<file path="src/sv/sgm_pkg.sv">
`timescale 1ns / 1ps

package sgm_pkg;

    // Line store geometry.
    localparam int LINE_DEPTH   = 1024;
    localparam int LINE_ADDR_W  = 10;
    localparam int PIXEL_W      = 8;
    localparam int WORD_W       = 2 * PIXEL_W;

    // Configuration register widths and limits.
    localparam int WIDTH_REG_W  = 11;
    localparam int HEIGHT_REG_W = 13;
    localparam int CFG_ADDR_W   = 1;
    localparam int CFG_DATA_W   = 13;
    localparam int MIN_DIM      = 3;
    localparam int HEIGHT_LIMIT = 4096;
    localparam int WIDTH_RESET  = 512;
    localparam int HEIGHT_RESET = 512;

    // Raster position counters.
    localparam int COL_W        = 10;
    localparam int ROW_W        = 12;

    // Arithmetic widths: signed gradient, magnitude of one axis, squares and root.
    localparam int GRAD_W       = 12;
    localparam int ABS_W        = 10;
    localparam int SQ_W         = 20;
    localparam int SUM_W        = 21;
    localparam int ROOT_W       = 11;
    localparam int MAG_W        = 11;

    // Stream data widths.
    localparam int S_TDATA_W    = 8;
    localparam int M_TDATA_W    = 16;

    // Configuration register indexes.
    typedef enum logic [CFG_ADDR_W-1:0] {
        CFG_IMAGE_WIDTH  = 1'b0,
        CFG_IMAGE_HEIGHT = 1'b1
    } sgm_cfg_idx_t;

    // Start-up phase: the line store is swept to zero before pixels are taken.
    typedef enum logic {
        ST_CLEAR,
        ST_RUN
    } sgm_state_t;

    // Per-pixel control carried alongside the arithmetic pipeline.
    typedef struct packed {
        logic res_valid;
        logic last;
    } sgm_meta_t;

    // Sobel kernels, row-major, top row first, oldest column first.
    typedef logic signed [2:0] sgm_coef_t;

    localparam sgm_coef_t KERNEL_X [9] = '{
        -3'sd1, 3'sd0, 3'sd1,
        -3'sd2, 3'sd0, 3'sd2,
        -3'sd1, 3'sd0, 3'sd1
    };

    localparam sgm_coef_t KERNEL_Y [9] = '{
        -3'sd1, -3'sd2, -3'sd1,
         3'sd0,  3'sd0,  3'sd0,
         3'sd1,  3'sd2,  3'sd1
    };

endpackage

</file>
<file path="src/sv/sgm_window.sv">
`timescale 1ns / 1ps

// 3x3 window with the Sobel kernels; registers the absolute gradients.
module sgm_window (
    input  logic                          aclk,
    input  logic                          en,
    input  logic [sgm_pkg::PIXEL_W-1:0]   top,
    input  logic [sgm_pkg::PIXEL_W-1:0]   mid,
    input  logic [sgm_pkg::PIXEL_W-1:0]   px,
    output logic [sgm_pkg::ABS_W-1:0]     ax,
    output logic [sgm_pkg::ABS_W-1:0]     ay
);

    logic [sgm_pkg::PIXEL_W-1:0]       win_reg  [9];
    logic [sgm_pkg::PIXEL_W-1:0]       win_next [9];
    logic signed [sgm_pkg::GRAD_W-1:0] gx;
    logic signed [sgm_pkg::GRAD_W-1:0] gy;
    logic [sgm_pkg::GRAD_W-1:0]        gx_abs;
    logic [sgm_pkg::GRAD_W-1:0]        gy_abs;
    logic [sgm_pkg::ABS_W-1:0]         ax_reg;
    logic [sgm_pkg::ABS_W-1:0]         ay_reg;

    // Shift each row one column left and bring in the new column.
    always_comb begin
        for (int r = 0; r < 3; r++) begin
            win_next[r*3+0] = win_reg[r*3+1];
            win_next[r*3+1] = win_reg[r*3+2];
        end
        win_next[2] = top;
        win_next[5] = mid;
        win_next[8] = px;
    end

    // Apply both kernels to the shifted window; the coefficients reduce to shifts.
    always_comb begin
        gx = '0;
        gy = '0;
        for (int i = 0; i < 9; i++) begin
            gx = gx + sgm_pkg::GRAD_W'(sgm_pkg::KERNEL_X[i])
                    * $signed(sgm_pkg::GRAD_W'(win_next[i]));
            gy = gy + sgm_pkg::GRAD_W'(sgm_pkg::KERNEL_Y[i])
                    * $signed(sgm_pkg::GRAD_W'(win_next[i]));
        end
        gx_abs = gx[sgm_pkg::GRAD_W-1] ? sgm_pkg::GRAD_W'(-gx) : sgm_pkg::GRAD_W'(gx);
        gy_abs = gy[sgm_pkg::GRAD_W-1] ? sgm_pkg::GRAD_W'(-gy) : sgm_pkg::GRAD_W'(gy);
    end

    // Window and gradient registers advance together.
    always_ff @(posedge aclk) begin
        if (en) begin
            win_reg <= win_next;
            ax_reg  <= gx_abs[sgm_pkg::ABS_W-1:0];
            ay_reg  <= gy_abs[sgm_pkg::ABS_W-1:0];
        end
    end

    assign ax = ax_reg;
    assign ay = ay_reg;

endmodule

</file>
<file path="config.mk">
export PLATFORM = sky130hd
export DESIGN_NAME = sgm_window
export DESIGN_NICKNAME = d
export VERILOG_FILES = /design/src/sv/sgm_pkg.sv /design/src/sv/sgm_window.sv
export SDC_FILE = /design/constraint.sdc
export NUM_CORES = 1
export LEC_CHECK = 0
export BUFFER_PORTS_ARGS = -buffer_cell sky130_fd_sc_hd__buf_4
export CORE_MARGIN = 1.5
export CORE_UTILIZATION = 30
export DETAILED_ROUTE_END_ITERATION = 16
export GPL_ROUTABILITY_DRIVEN = 0
export SLEW_MARGIN = 25
export SYNTH_ARGS = -nofsm -noshare
export SYNTH_HDL_FRONTEND = slang
export SYNTH_SLANG_ARGS = --single-unit
</file>
<file path="constraint.sdc">
create_clock -name aclk -period 4.8 [get_ports aclk]
set_clock_uncertainty 0.05 [all_clocks]
set_input_delay 0.72 -clock aclk [delete_from_list [all_inputs] [get_ports aclk]]
set_output_delay 0.72 -clock aclk [all_outputs]
set_load 0.005 [all_outputs]
</file>
Yosys cells after proc, flatten, opt, wreduce, memory -nomap -nowiden
Cells that the tools add are included.
{ "op_classes": {"n_addsub": 17, "mux": 2} }
{ "op_table": {"columns": ["operator", "n"], "rows": [
  ["adder 12 bit", 4],
  ["adder 12 x 9 -> 12 bit", 4],
  ["negator 8 -> 12 bit", 3],
  ["adder 12 x 10 -> 12 bit", 2],
  ["negator 8 -> 11 bit", 2],
  ["two-way mux 10 bit", 2],
  ["negator 10 bit", 2]
]} }
{ "word_totals": {"wordCells": 27, "register_bits": 68, "inputBits": 26, "output_inout_bits": 20} }

Logic depth before layout (Yosys ltp)
{ "depth": {"depth_word": 8, "depth_mapped": 19, "ltp_nobuf": 19} }

Worst setup path before layout
Ideal clock, no wire load.
{ "synth_path": {"path_kind": "register -> register", "from": "reg win_reg (netlist bit win_next[64])", "to": "reg ay_reg (netlist bit ay[5]), data pin", "setup_slack_ns": -0.074, "required_time_ns": 4.481, "period_less_slack_ns": 4.874, "path_buffers": 0, "setup_time_ns": 0.269, "stages_incl_launch_ff": 20, "arrival_time_ns": 4.555, "path_cell_list": "edfxtp_1 > inv_1 > ha_1 > nand2_1 > or2_2 > nor2_1 > xnor2_1 > fa_1 > fa_1 > inv_1 > fa_1 > inv_1 > ha_1 > a21oi_1 > a2bb2oi_1 > o211ai_1 > a31oi_1 > xor2_1 > nor2_1 > xor2_1"} }
{ "synth_between": {"elab_chain_len": 8} }
{ "synth_rtl": {"columns": ["element", "line_no", "rtl"], "rows": [
  ["from (decl)", "sgm_window.sv:14", "logic [sgm_pkg::PIXEL_W-1:0] win_reg [9];"],
  ["from (signal assigned)", "sgm_window.sv:51", "win_reg <= win_next;"],
  ["negator 8 -> 12 bit (implied by the code) *", "sgm_window.sv:41", "gy = gy + sgm_pkg::GRAD_W'(sgm_pkg::KERNEL_Y[i])"],
  ["adder 12 bit * (2 in a row)", "sgm_window.sv:41", null],
  ["adder 12 x 9 -> 12 bit *", "sgm_window.sv:41", null],
  ["adder 12 x 10 -> 12 bit *", "sgm_window.sv:41", null],
  ["adder 12 x 9 -> 12 bit *", "sgm_window.sv:41", null],
  ["negator 10 bit", "sgm_window.sv:45", "gy_abs = gy[sgm_pkg::GRAD_W-1] ? sgm_pkg::GRAD_W'(-gy) : sgm_pkg::GRAD_W'(gy);"],
  ["two-way mux 10 bit *", "sgm_window.sv:45", null],
  ["net gy_abs (one bit)", "sgm_window.sv:19", "logic [sgm_pkg::GRAD_W-1:0] gy_abs;"],
  ["to (signal assigned)", "sgm_window.sv:53", "ay_reg <= gy_abs[sgm_pkg::ABS_W-1:0];"],
  ["to (decl)", "sgm_window.sv:21", "logic [sgm_pkg::ABS_W-1:0] ay_reg;"]
]} }
The timed path passes the listed nets; every way through them passes the cells marked *.
A chain may end at the register's enable or synchronous reset.

Worst setup path in the final report
{ "layout_path": {"from": "reg win_reg (netlist bit win_next[56])", "to": "reg ay_reg (netlist bit ay[6]), data pin"} }
{ "layout_between": {"elab_chain_len": 8} }
{ "layout_rtl": {"columns": ["element", "line_no"], "rows": [
  ["negator 8 -> 11 bit (implied by the code) *", "sgm_window.sv:41"],
  ["adder 12 bit * (2 in a row)", "sgm_window.sv:41"],
  ["adder 12 x 9 -> 12 bit *", "sgm_window.sv:41"],
  ["adder 12 x 10 -> 12 bit *", "sgm_window.sv:41"],
  ["adder 12 x 9 -> 12 bit *", "sgm_window.sv:41"],
  ["negator 10 bit", "sgm_window.sv:45"],
  ["two-way mux 10 bit *", "sgm_window.sv:45"],
  ["net gy_abs (one bit)", "sgm_window.sv:19"]
]} }
Marks and branches as above.

==> impl_metrics.yaml <==
cts:
  clock_sinks: 68
  cts_buffers: 9
  cts_hold_buffers: 0
  htree_num_levels: 3
  path_clk_slew_ns: 0.06
  clockBufferDepth: 2
  clockRootBuffer: "clkbuf_16"
  cts_tree: "done"
  clk_latency_ns: 0.35
floorplanning:
  die_h_um: 137
  die_w_um: 137
  io_pins: 46
  core_region_area_mm2: 0.0174
  row_count: 48
  start_util_pct: 30.8
  die_area_mm2: 0.0187
detailed_routing:
  vias: 3417
  routed_wirelength_um: 10600
  drc: 0
  viasPerCell: 4.34
  routedWlPerCell_um: 13.5
  drt_first_pass_iters: 5
  drt_iter0_markers: 153
  antenna_left: 0
worst_hold_path:
  hp-class: "reg2reg"
  min_path_cells: 0
sta:
  post-route-period-util_pct: 98.3
  slew_headroom_pct: 39.1
  fin_tns_setup_ns: 0
  rsz0062_at_grt: "yes"
  final_max_slew_viol_count: 0
  worstMarginPinSlew_ns: 0.914
  setup-violations-final: 0
  timing.fmax_mhz: 212
  finalHoldViolations: 0
  fin_ws_ns: 0.0823
  period_minus_slack_ns: 4.72
power:
  vdd_ir_drop_max_uv: 390
  p_per_area_mw_per_mm2: 685
  static-leakage-power_uw: 0.00304
logic_synthesis:
  syn_avg_cell_area_um2: 11.8
  ys_top_cells_by_area: "edfxtp_1, fa_1, ha_1, inv_1, xnor2_1"
  synth-seq-cells: 68
  synth_nets: 584
  yosysTopAreaCellShare_pct: 38.1
  ys_top_cells_by_count: "inv_1, edfxtp_1, fa_1, ha_1, xnor2_1"
  ys_types: 35
  syn_area_mm2: 0.00535
  synth_edf_count: 68
  syn_inst: 453
  synthArstFlopShare_pct: 0
  synth.most_common_cell: "inv_1"
  yosysSeqAreaShare_pct: 38.1
  synth_top_cell_by_area: "edfxtp_1"
  yosys_warnings: 0
  synth_ff_type: "edfxtp_1"
worst_setup_path:
  critPathMaxFanout: 5
  rr_worst_depth: 19
  worstPathArrival_ns: 4.75
  endpoint_kind: "flip-flop"
  criticalPathCategory: "reg2reg"
  critPathLaunchType: "flip-flop"
  cp.required_ns: 4.83
final_layout:
  fillers: 1641
  seq_area_mm2: 0.00204
  area_growth_syn_to_layout_pct: 31.3
  n_antenna_cell: 0
  multi_input_area_mm2: 0.00325
  largest_reg_flops: 48
  final_util_pct: 40.5
  nNetsFinal: 689
  drive_gt1_share_pct: 30.7
grt:
  grt_pass1_vias: 3662
  antenna_found_initial: 0
  grt_max_degree: 69
  overflow: 0
  grt_usage_pct: 12.2
  grt_pass1_wl_um: 17300
placed_design:
  dp_hpwl_um: 8240
  io_buffers: 45
  post-place-ws_ns: -0.247
run:
  drv_cap: 0
run_status:
  outcome: "complete, no violations"
final timing paths:
kind	start	end	slack, ns
worst max-delay path	win_next[56]$_DFFE_PP_	ay[6]$_DFFE_PP_	0.08
worst min-delay path	win_next[35]$_DFFE_PP_	win_next[43]$_DFFE_PP_	0.37
worst max register to register	win_next[56]$_DFFE_PP_	ay[6]$_DFFE_PP_	0.08
worst min register to register	win_next[35]$_DFFE_PP_	win_next[43]$_DFFE_PP_	0.37
layout by cell type, fill, tap and decap left out, drive strengths merged, types with 2 or more instances in the layout:
master,instances
inv,117
buf,95
edfxtp,68
fa,62
ha,43
xnor2,36
nor2,26
xor2,18
a21oi,16
nand2,13
clkbuf,10
nor3,7
o21ai,6
a31oi,6
nor4,5
a21o,4
nor2b,4
clkinv,4
a2bb2oi,3
nor3b,2
or3,2
or4,2
cell type report:
cell class / instances / share of cell area, %
flip-flops and latches: 68 / 29.0
clock inverters: 6 / 0.783
inverters: 117 / 6.25
well taps: 225 / 4.00
multi-input cells: 267 / 46.3
repair buffers: 95 / 10.4
clock buffers: 10 / 3.26
where the power goes:
part	internal, µW	switching (µW)
sequential	924	53.9
combinational	1650	1530
clock	396	251
what timing repair did:
item,in CTS,in global routing
buffers inserted,2,7
resized for setup,15,61
cloned,0,2
endpoints found under the setup margin,17,18
pin swaps,5,29
kinds of logic after synthesis:
logic type,share of synthesized area (%)
buffers and inverters,8.30
AND/OR/NAND/NOR,6.62
adder cells (fa/ha/maj),33.2
XOR/XNOR,9.12
AO/OA/AOI/OAI,4.58
flip-flops,38.1
stage by stage:
stage | power (µW) | area, µm² | instances | hold WS, ns
3_3_place_gp | 3670 | 6270 | 761 | 0.351
2_1_floorplan | 2770 | 5360 | 453 | 0.350
6_report | 4810 | 7030 | 788 | 0.370
3_5_place_dp | 3750 | 6270 | 761 | 0.355
4_1_cts | 4520 | 6630 | 779 | 0.369
5_1_grt | 5230 | 7030 | 788 | 0.384
worst max-delay path, cell delays in order, from the launching register on:
cell       delay (ns)
edfxtp_1         0.43
inv_2            0.11
ha_4             0.16
inv_1            0.06
or3_4            0.39
xor2_2           0.16
fa_1             0.46
fa_1             0.49
inv_1            0.06
fa_1             0.53
inv_1            0.04
ha_1             0.22
a21oi_2          0.16
a2bb2oi_2        0.14
o211ai_1         0.15
a31oi_2          0.25
xor2_2           0.22
buf_6            0.17
a21oi_2          0.04
xor2_1           0.15
per-layer routing:
metal / part of all wire (%) / track usage [%] / wire [µm] / vias up
met3: 4.1 / 3.37 / 435 / 15
met4: 1.7 / 4.55 / 182 / 0
li1: - / - / - / 1653
met1: 47 / 15.8 / 5030 / 1689
met2: 47 / 19.6 / 5000 / 60
met5: 0 / 0 / 0 / -
(Power assumes the default switching activity.)
