### config.mk
export PLATFORM = sky130hd
export DESIGN_NAME = sgm_isqrt
export DESIGN_NICKNAME = d
export VERILOG_FILES = /design/src/sv/sgm_pkg.sv /design/src/sv/sgm_isqrt.sv
export SDC_FILE = /design/constraint.sdc
export NUM_CORES = 1
export LEC_CHECK = 0
export BUFFER_PORTS_ARGS = -buffer_cell sky130_fd_sc_hd__buf_4
export CAP_MARGIN = 20
export CORE_UTILIZATION = 44
export CTS_CLUSTER_SIZE = 12
export DETAILED_ROUTE_END_ITERATION = 12
export PLACE_DENSITY = 0.65
export SLEW_MARGIN = 20
export SYNTH_ARGS = -nofsm -noshare
export SYNTH_HDL_FRONTEND = slang
export SYNTH_SLANG_ARGS = --single-unit
### constraint.sdc
create_clock -name aclk -period 7.8 [get_ports aclk]
set_input_delay 1.56 -clock aclk [delete_from_list [all_inputs] [get_ports aclk]]
set_output_delay 1.56 -clock aclk [all_outputs]
set_load 0.01 [all_outputs]
### src/sv/sgm_pkg.sv
`timescale 1ns / 1ps

package sgm_pkg;

    // Line store geometry.
    localparam int LINE_DEPTH   = 1024;
    localparam int LINE_ADDR_W  = 10;
    localparam int PIXEL_W      = 8;
    localparam int WORD_W       = 2 * PIXEL_W;

    // Configuration register widths and limits.
    localparam int WIDTH_REG_W  = 11;
    localparam int HEIGHT_REG_W = 13;
    localparam int CFG_ADDR_W   = 1;
    localparam int CFG_DATA_W   = 13;
    localparam int MIN_DIM      = 3;
    localparam int HEIGHT_LIMIT = 4096;
    localparam int WIDTH_RESET  = 512;
    localparam int HEIGHT_RESET = 512;

    // Raster position counters.
    localparam int COL_W        = 10;
    localparam int ROW_W        = 12;

    // Arithmetic widths: signed gradient, magnitude of one axis, squares and root.
    localparam int GRAD_W       = 12;
    localparam int ABS_W        = 10;
    localparam int SQ_W         = 20;
    localparam int SUM_W        = 21;
    localparam int ROOT_W       = 11;
    localparam int MAG_W        = 11;

    // Stream data widths.
    localparam int S_TDATA_W    = 8;
    localparam int M_TDATA_W    = 16;

    // Configuration register indexes.
    typedef enum logic [CFG_ADDR_W-1:0] {
        CFG_IMAGE_WIDTH  = 1'b0,
        CFG_IMAGE_HEIGHT = 1'b1
    } sgm_cfg_idx_t;

    // Start-up phase: the line store is swept to zero before pixels are taken.
    typedef enum logic {
        ST_CLEAR,
        ST_RUN
    } sgm_state_t;

    // Per-pixel control carried alongside the arithmetic pipeline.
    typedef struct packed {
        logic res_valid;
        logic last;
    } sgm_meta_t;

    // Sobel kernels, row-major, top row first, oldest column first.
    typedef logic signed [2:0] sgm_coef_t;

    localparam sgm_coef_t KERNEL_X [9] = '{
        -3'sd1, 3'sd0, 3'sd1,
        -3'sd2, 3'sd0, 3'sd2,
        -3'sd1, 3'sd0, 3'sd1
    };

    localparam sgm_coef_t KERNEL_Y [9] = '{
        -3'sd1, -3'sd2, -3'sd1,
         3'sd0,  3'sd0,  3'sd0,
         3'sd1,  3'sd2,  3'sd1
    };

endpackage

### src/sv/sgm_isqrt.sv
`timescale 1ns / 1ps

// Squares, sum and a pipelined digit-by-digit integer square root, one root bit per stage.
module sgm_isqrt (
    input  logic                         aclk,
    input  logic                         aresetn,
    input  logic                         adv,
    input  sgm_pkg::sgm_meta_t           in_meta,
    input  logic [sgm_pkg::ABS_W-1:0]    ax,
    input  logic [sgm_pkg::ABS_W-1:0]    ay,
    output sgm_pkg::sgm_meta_t           out_meta,
    output logic [sgm_pkg::ROOT_W-1:0]   root
);

    logic [sgm_pkg::SQ_W-1:0]   sqx_reg;
    logic [sgm_pkg::SQ_W-1:0]   sqy_reg;
    sgm_pkg::sgm_meta_t         sq_meta_reg;

    // Stage k holds the remainder and partial root before step k.
    logic [sgm_pkg::SUM_W-1:0]  rem_reg  [sgm_pkg::ROOT_W+1];
    logic [sgm_pkg::SUM_W-1:0]  res_reg  [sgm_pkg::ROOT_W+1];
    sgm_pkg::sgm_meta_t         meta_reg [sgm_pkg::ROOT_W+1];

    logic [sgm_pkg::SUM_W-1:0]  rem_next [sgm_pkg::ROOT_W];
    logic [sgm_pkg::SUM_W-1:0]  res_next [sgm_pkg::ROOT_W];
    logic [sgm_pkg::SUM_W-1:0]  bit_val  [sgm_pkg::ROOT_W];
    logic [sgm_pkg::SUM_W:0]    trial    [sgm_pkg::ROOT_W];

    // One restoring step per stage, each with its own constant power of four.
    always_comb begin
        for (int k = 0; k < sgm_pkg::ROOT_W; k++) begin
            bit_val[k] = sgm_pkg::SUM_W'(1) << (2 * (sgm_pkg::ROOT_W - 1 - k));
            trial[k]   = (sgm_pkg::SUM_W+1)'(res_reg[k]) + (sgm_pkg::SUM_W+1)'(bit_val[k]);
            if ((sgm_pkg::SUM_W+1)'(rem_reg[k]) >= trial[k]) begin
                rem_next[k] = rem_reg[k] - trial[k][sgm_pkg::SUM_W-1:0];
                res_next[k] = (res_reg[k] >> 1) + bit_val[k];
            end else begin
                rem_next[k] = rem_reg[k];
                res_next[k] = res_reg[k] >> 1;
            end
        end
    end

    // Control flags of every stage.
    always_ff @(posedge aclk) begin
        if (!aresetn) begin
            sq_meta_reg <= '0;
            for (int k = 0; k <= sgm_pkg::ROOT_W; k++) begin
                meta_reg[k] <= '0;
            end
        end else if (adv) begin
            sq_meta_reg <= in_meta;
            meta_reg[0] <= sq_meta_reg;
            for (int k = 0; k < sgm_pkg::ROOT_W; k++) begin
                meta_reg[k+1] <= meta_reg[k];
            end
        end
    end

    // Arithmetic of every stage.
    always_ff @(posedge aclk) begin
        if (adv) begin
            sqx_reg    <= sgm_pkg::SQ_W'(ax * ax);
            sqy_reg    <= sgm_pkg::SQ_W'(ay * ay);
            rem_reg[0] <= sgm_pkg::SUM_W'(sqx_reg) + sgm_pkg::SUM_W'(sqy_reg);
            res_reg[0] <= '0;
            for (int k = 0; k < sgm_pkg::ROOT_W; k++) begin
                rem_reg[k+1] <= rem_next[k];
                res_reg[k+1] <= res_next[k];
            end
        end
    end

    assign out_meta = meta_reg[sgm_pkg::ROOT_W];
    assign root     = res_reg[sgm_pkg::ROOT_W][sgm_pkg::ROOT_W-1:0];

endmodule

---- Word level (Yosys, flattened, before mapping) ----
Memories as Yosys holds them, arrays and structs flattened.
Index checks and enable logic that the tools add are counted.
cells by class
  $add $sub $neg .......................... 34
  multipliers ............................. 2
  order comparisons ....................... 11
  multiplexer cells ....................... 39
  bitwise gates (word level) .............. 12
operators by type and width
  cell                    number
  $mux 21                 22
  $ge 21x22->1            11
  $sub 21x21->21          11
  $mul 10x10->20          2
  $mux 2                  12
  $add 21x1->22 const B   1
  $add 21x11->22 const B  1
  $add 21x13->22 const B  1
  $add 21x15->22 const B  1
  $add 21x17->22 const B  1
  $add 21x19->22 const B  1
  $add 21x21->22 const B  1
  $add 21x3->22 const B   1
  $add 21x5->22 const B   1
  $add 21x7->22 const B   1
  $add 21x9->22 const B   1
  $add 20x1->21 const B   1
  $add 20x11->21 const B  1
  $add 20x13->21 const B  1
  $add 20x15->21 const B  1
  $add 20x17->21 const B  1
  $add 20x19->21 const B  1
  $add 20x20->21          1
  $add 20x21->21 const B  1
  other kinds (6)         21
word-level totals
  flip-flop bits (word level) ............. 42
  memory bits (writable) .................. 528
  input port bits ......................... 25
  output and inout bits ................... 13
  memories kept ........................... 3
memories
  name      words  bits a word  rd ports  clocked after memory_dff  write ports  line             RTL
  rem_reg   12     21           11        0                         12           sgm_isqrt.sv:20  logic [sgm_pkg::SUM_W-1:0] rem_reg [sgm_pkg::ROOT_W+1];
  res_reg   12     21           12        0                         12           sgm_isqrt.sv:21  logic [sgm_pkg::SUM_W-1:0] res_reg [sgm_pkg::ROOT_W+1];
  meta_reg  12     2            12        0                         12           sgm_isqrt.sv:22  sgm_pkg::sgm_meta_t meta_reg [sgm_pkg::ROOT_W+1];

---- Longest topological paths before layout ----
  word-level depth ........................ 4
  mapped depth ............................ 21
  depth with buffers taken out ............ 20

---- Least setup slack after synthesis ----
No wires, ideal clock.
  kind .................................... input port to flip-flop
  from .................................... input ax[9] (netlist name)
  to ...................................... register sqx_reg[18] (netlist name) (data pin)
  setup time .............................. 0.258 ns
  data arrival time ....................... 6.199 ns
  required time ........................... 7.542 ns
  slack ................................... 1.343 ns
  stages on the path ...................... 19
  buffers on the path ..................... 1
  path through ............................ clkbuf_1 nand2_1 fa_1 fa_1 inv_1 fa_1 fa_1 inv_1 fa_1 inv_1 ha_1 a21o_1 a21o_1 a21o_1 a32o_1 o41ai_2 o21bai_1 a21oi_1 xnor2_1
on the way
  word-level cells in the longest chain between the ends .. 1
RTL lines
  item                    line             RTL
  start: declaration      sgm_isqrt.sv:9   input logic [sgm_pkg::ABS_W-1:0] ax,
  $mul 10x10->20          sgm_isqrt.sv:63  sqx_reg <= sgm_pkg::SQ_W'(ax * ax);
  end signal: assignment  sgm_isqrt.sv:63
  end: declaration        sgm_isqrt.sv:15  logic [sgm_pkg::SQ_W-1:0] sqx_reg;
No other way between the ends.
A chain may end at the register's enable or synchronous reset.

---- Final worst setup path ----
  from .................................... input ay[0] (netlist name)
  to ...................................... register sqy_reg[19] (netlist name) (data pin)
on the way
  word-level cells in the longest chain between the ends .. 1
RTL lines
  item                    line             RTL
  start: declaration      sgm_isqrt.sv:10  input logic [sgm_pkg::ABS_W-1:0] ay,
  $mul 10x10->20          sgm_isqrt.sv:64  sqy_reg <= sgm_pkg::SQ_W'(ay * ay);
  end signal: assignment  sgm_isqrt.sv:64
  end: declaration        sgm_isqrt.sv:16  logic [sgm_pkg::SQ_W-1:0] sqy_reg;
No other way between the ends.

==> run metrics <==
Bufs on Longest Clock Path=3; DP Area=22,280 um2; clk root buf=clkbuf_16; CP peak stage delay=550 ps; most frequent cell on the critical path=fa_1; Buf/Inv on CP=4; Hold Fails Final Rpt=0; Finished Layout Cells=2,424; RSZ-0062 raised after global routing=false; count of buffers from port buffering=37; # clock sinks=361; Post-Syn Instances=1,738; total power=7.519 mW; post-DP HPWL=26.99 mm; FF+latch count, synth=361; Most used DFF post-synth=edfxtp_1; wire per inst=14.77 um; die height=222.3 um; Largest register FFs=231; vias per cell=5.100; Peak VDD IR=0.0002309 V; maxcap violations=0; routed via count=12,360; Worst-path clk slew=60 ps; crit-path cells=buf_4 > nand2_1 > fa_1 > fa_1 > inv_1 > fa_1 > fa_1 > inv_1 > fa_1 > inv_1 > ha_1 > o21ai_0 > nor3_1 > o21ai_0 > a21boi_0 > o21ai_0 > a21o_1 > o21ai_0 > xnor2_1; fin util=48.96%; critical hold path startpoint=rem_reg[0][19]; synthesized area=21,360 um2; leading cell type in the layout, fill and taps excluded=edfxtp_1; Rel. slew slack=27.03%; Syn-to-layout area delta=9.670%; vias in the first global route=13,310; nets=2,091; worst path arrival time=6450 ps; R2R Path Start=rem_reg[5][15]; Final period util=79.01%; DRC violation count after routing=0; R2R depth=8; # diodes=0; # IOs=38; crit path capture=sqy_reg[19]; Slew Viols, Final=0; Setup Skew=21.87 ps; core area=47,850 um2; Die Wd=222.3 um; sequential share of the synthesized area=50.65%; Syn Area/Cell=12.29 um2; post-CTS resize count=0; commonest cells after routing, fill and taps aside=359 x edfxtp_1, 242 x inv_1, 187 x ha_1; status=finished clean; Worst R2R Setup Slack=4820 ps; Yosys Warn Count=0; crit-path leading delay family=adder cells; first-pass GRT wire length=61.47 mm; Max Clk Rate=162.3 MHz; number of synthesized flops with an enable pin=359; CP Depth=19; CP startpoint=ay[0]; count of cell types in the netlist=80; Die Area=49,440 um2; remaining global-route overflow=0; DRT Wirelength=35.81 mm; asr flop ratio synth=0%; First DRT Iteration DRCs=617; Worst Path Max Fanout=14; setup TNS=0 ps; worst-margin pin slew=1095 ps; FILL cells=4,194; DR pass1 iterations=5; worst skew pair latency=550 ps; Setup crit start kind=primary input; TritonCTS clock tree=done; # hold bufs at CTS=0; cell area after layout=23,430 um2; Critical Path RT=8090 ps; overall routing resource usage=15.27%; placed cells=2,358; initial core utilization=44.65%; WS Path Type=in2reg; Site Rows=80; CTS buffer count=39; layout cells sized above 1=7.020%; GPL Wtd Cong=0.8387; initial antenna violation count=0; postcts setup bufs=0; critical path's slowest cell=fa_1; Net Count, Synth=2,045; P per Cell Area=320.9 nW/um2; nature of the critical path endpoint=register; hold crit path type=reg2reg; Detail Route Antenna Nets=0; Final min period=6163 ps; worst reg2reg path endpoint=rem_reg[6][16]; largest net degree at the start of global routing=193; Setup-failing EPs final=0; H-tree depth=2; Pleak=10.00 nW
[worst min-delay path by stage]
stage | endpoint | slack, ps | depth (start not counted)
2_1_floorplan | rem_reg[1][0] | 400 | 0
3_3_place_gp | rem_reg[1][19] | 400 | 0
3_5_place_dp | rem_reg[1][19] | 400 | 0
4_1_cts | rem_reg[1][7] | 420 | 0
5_1_grt | res_reg[0][41] | 430 | 0
6_report | rem_reg[1][19] | 420 | 0
[metal layers]
metal	part of all wire [%]	GRT usage [%]
met5	0	0
met4	2.3	4.894
met3	2.5	2.261
met2	58	31.50
met1	37	15.27
[final cells by class]
cell class | instances | area, um2 | area share, %
clock buffer | 48 | 1031 | 4.401
tap | 615 | 769.5 | 3.285
multi-input combinational | 1099 | 9460 | 40.38
clock inverter | 18 | 117.6 | 0.5020
inverter | 244 | 915.9 | 3.909
sequential | 361 | 10820 | 46.19
timing repair buffer | 39 | 312.8 | 1.335
[cells in the mapped netlist, drive strengths merged (12+ instances only)]
library cell | n | area share [%]
a21o | 32 | 1.1
a21oi | 65 | 1.5
and2 | 62 | 1.8
and3 | 25 | 0.73
clkbuf | 23 | 0.40
edfxtp | 359 | 50
fa | 95 | 8.9
ha | 187 | 11
inv | 244 | 4.3
mux2 | 14 | 0.81
nand2 | 110 | 1.9
nand2b | 15 | 0.49
nand3 | 12 | 0.28
nor2 | 74 | 1.3
nor2b | 26 | 0.76
nor3 | 40 | 0.99
nor4 | 21 | 0.62
o21a | 38 | 1.3
o21ai | 59 | 1.4
xnor2 | 73 | 3.0
xor2 | 45 | 1.8
[report_power, final]
| group | total, mW | switching (mW) | internal, mW |
|---|---|---|---|
| Sequential | 3.02 | 0.220 | 2.80 |
| Clock | 1.68 | 0.710 | 0.966 |
| Combinational | 2.83 | 1.51 | 1.31 |
| Total | 7.52 | 2.44 | 5.08 |
[kinds of logic after synthesis]
| family | Yosys count | synth area share [%] |
|---|---|---|
| AOI/OAI and AO/OA | 249 | 7.855 |
| and+or+nand+nor | 429 | 10.58 |
| adders and majority gates | 282 | 19.86 |
| muxes | 20 | 1.089 |
| DFF | 361 | 50.65 |
| other | 1 | 0.01755 |
| xor gates and xnor gates | 118 | 4.873 |
| buffers and inverters | 278 | 5.072 |
[metrics by stage]
step                      setup slack, ps  hold WS [ps]
after floorplan                      1343         400.3
after global placement               1252         400.8
after detailed placement             1094         404.5
after CTS                            1653         416.0
after global routing                 1304         425.2
final                                1637         416.6
(Power assumes the default switching activity.)
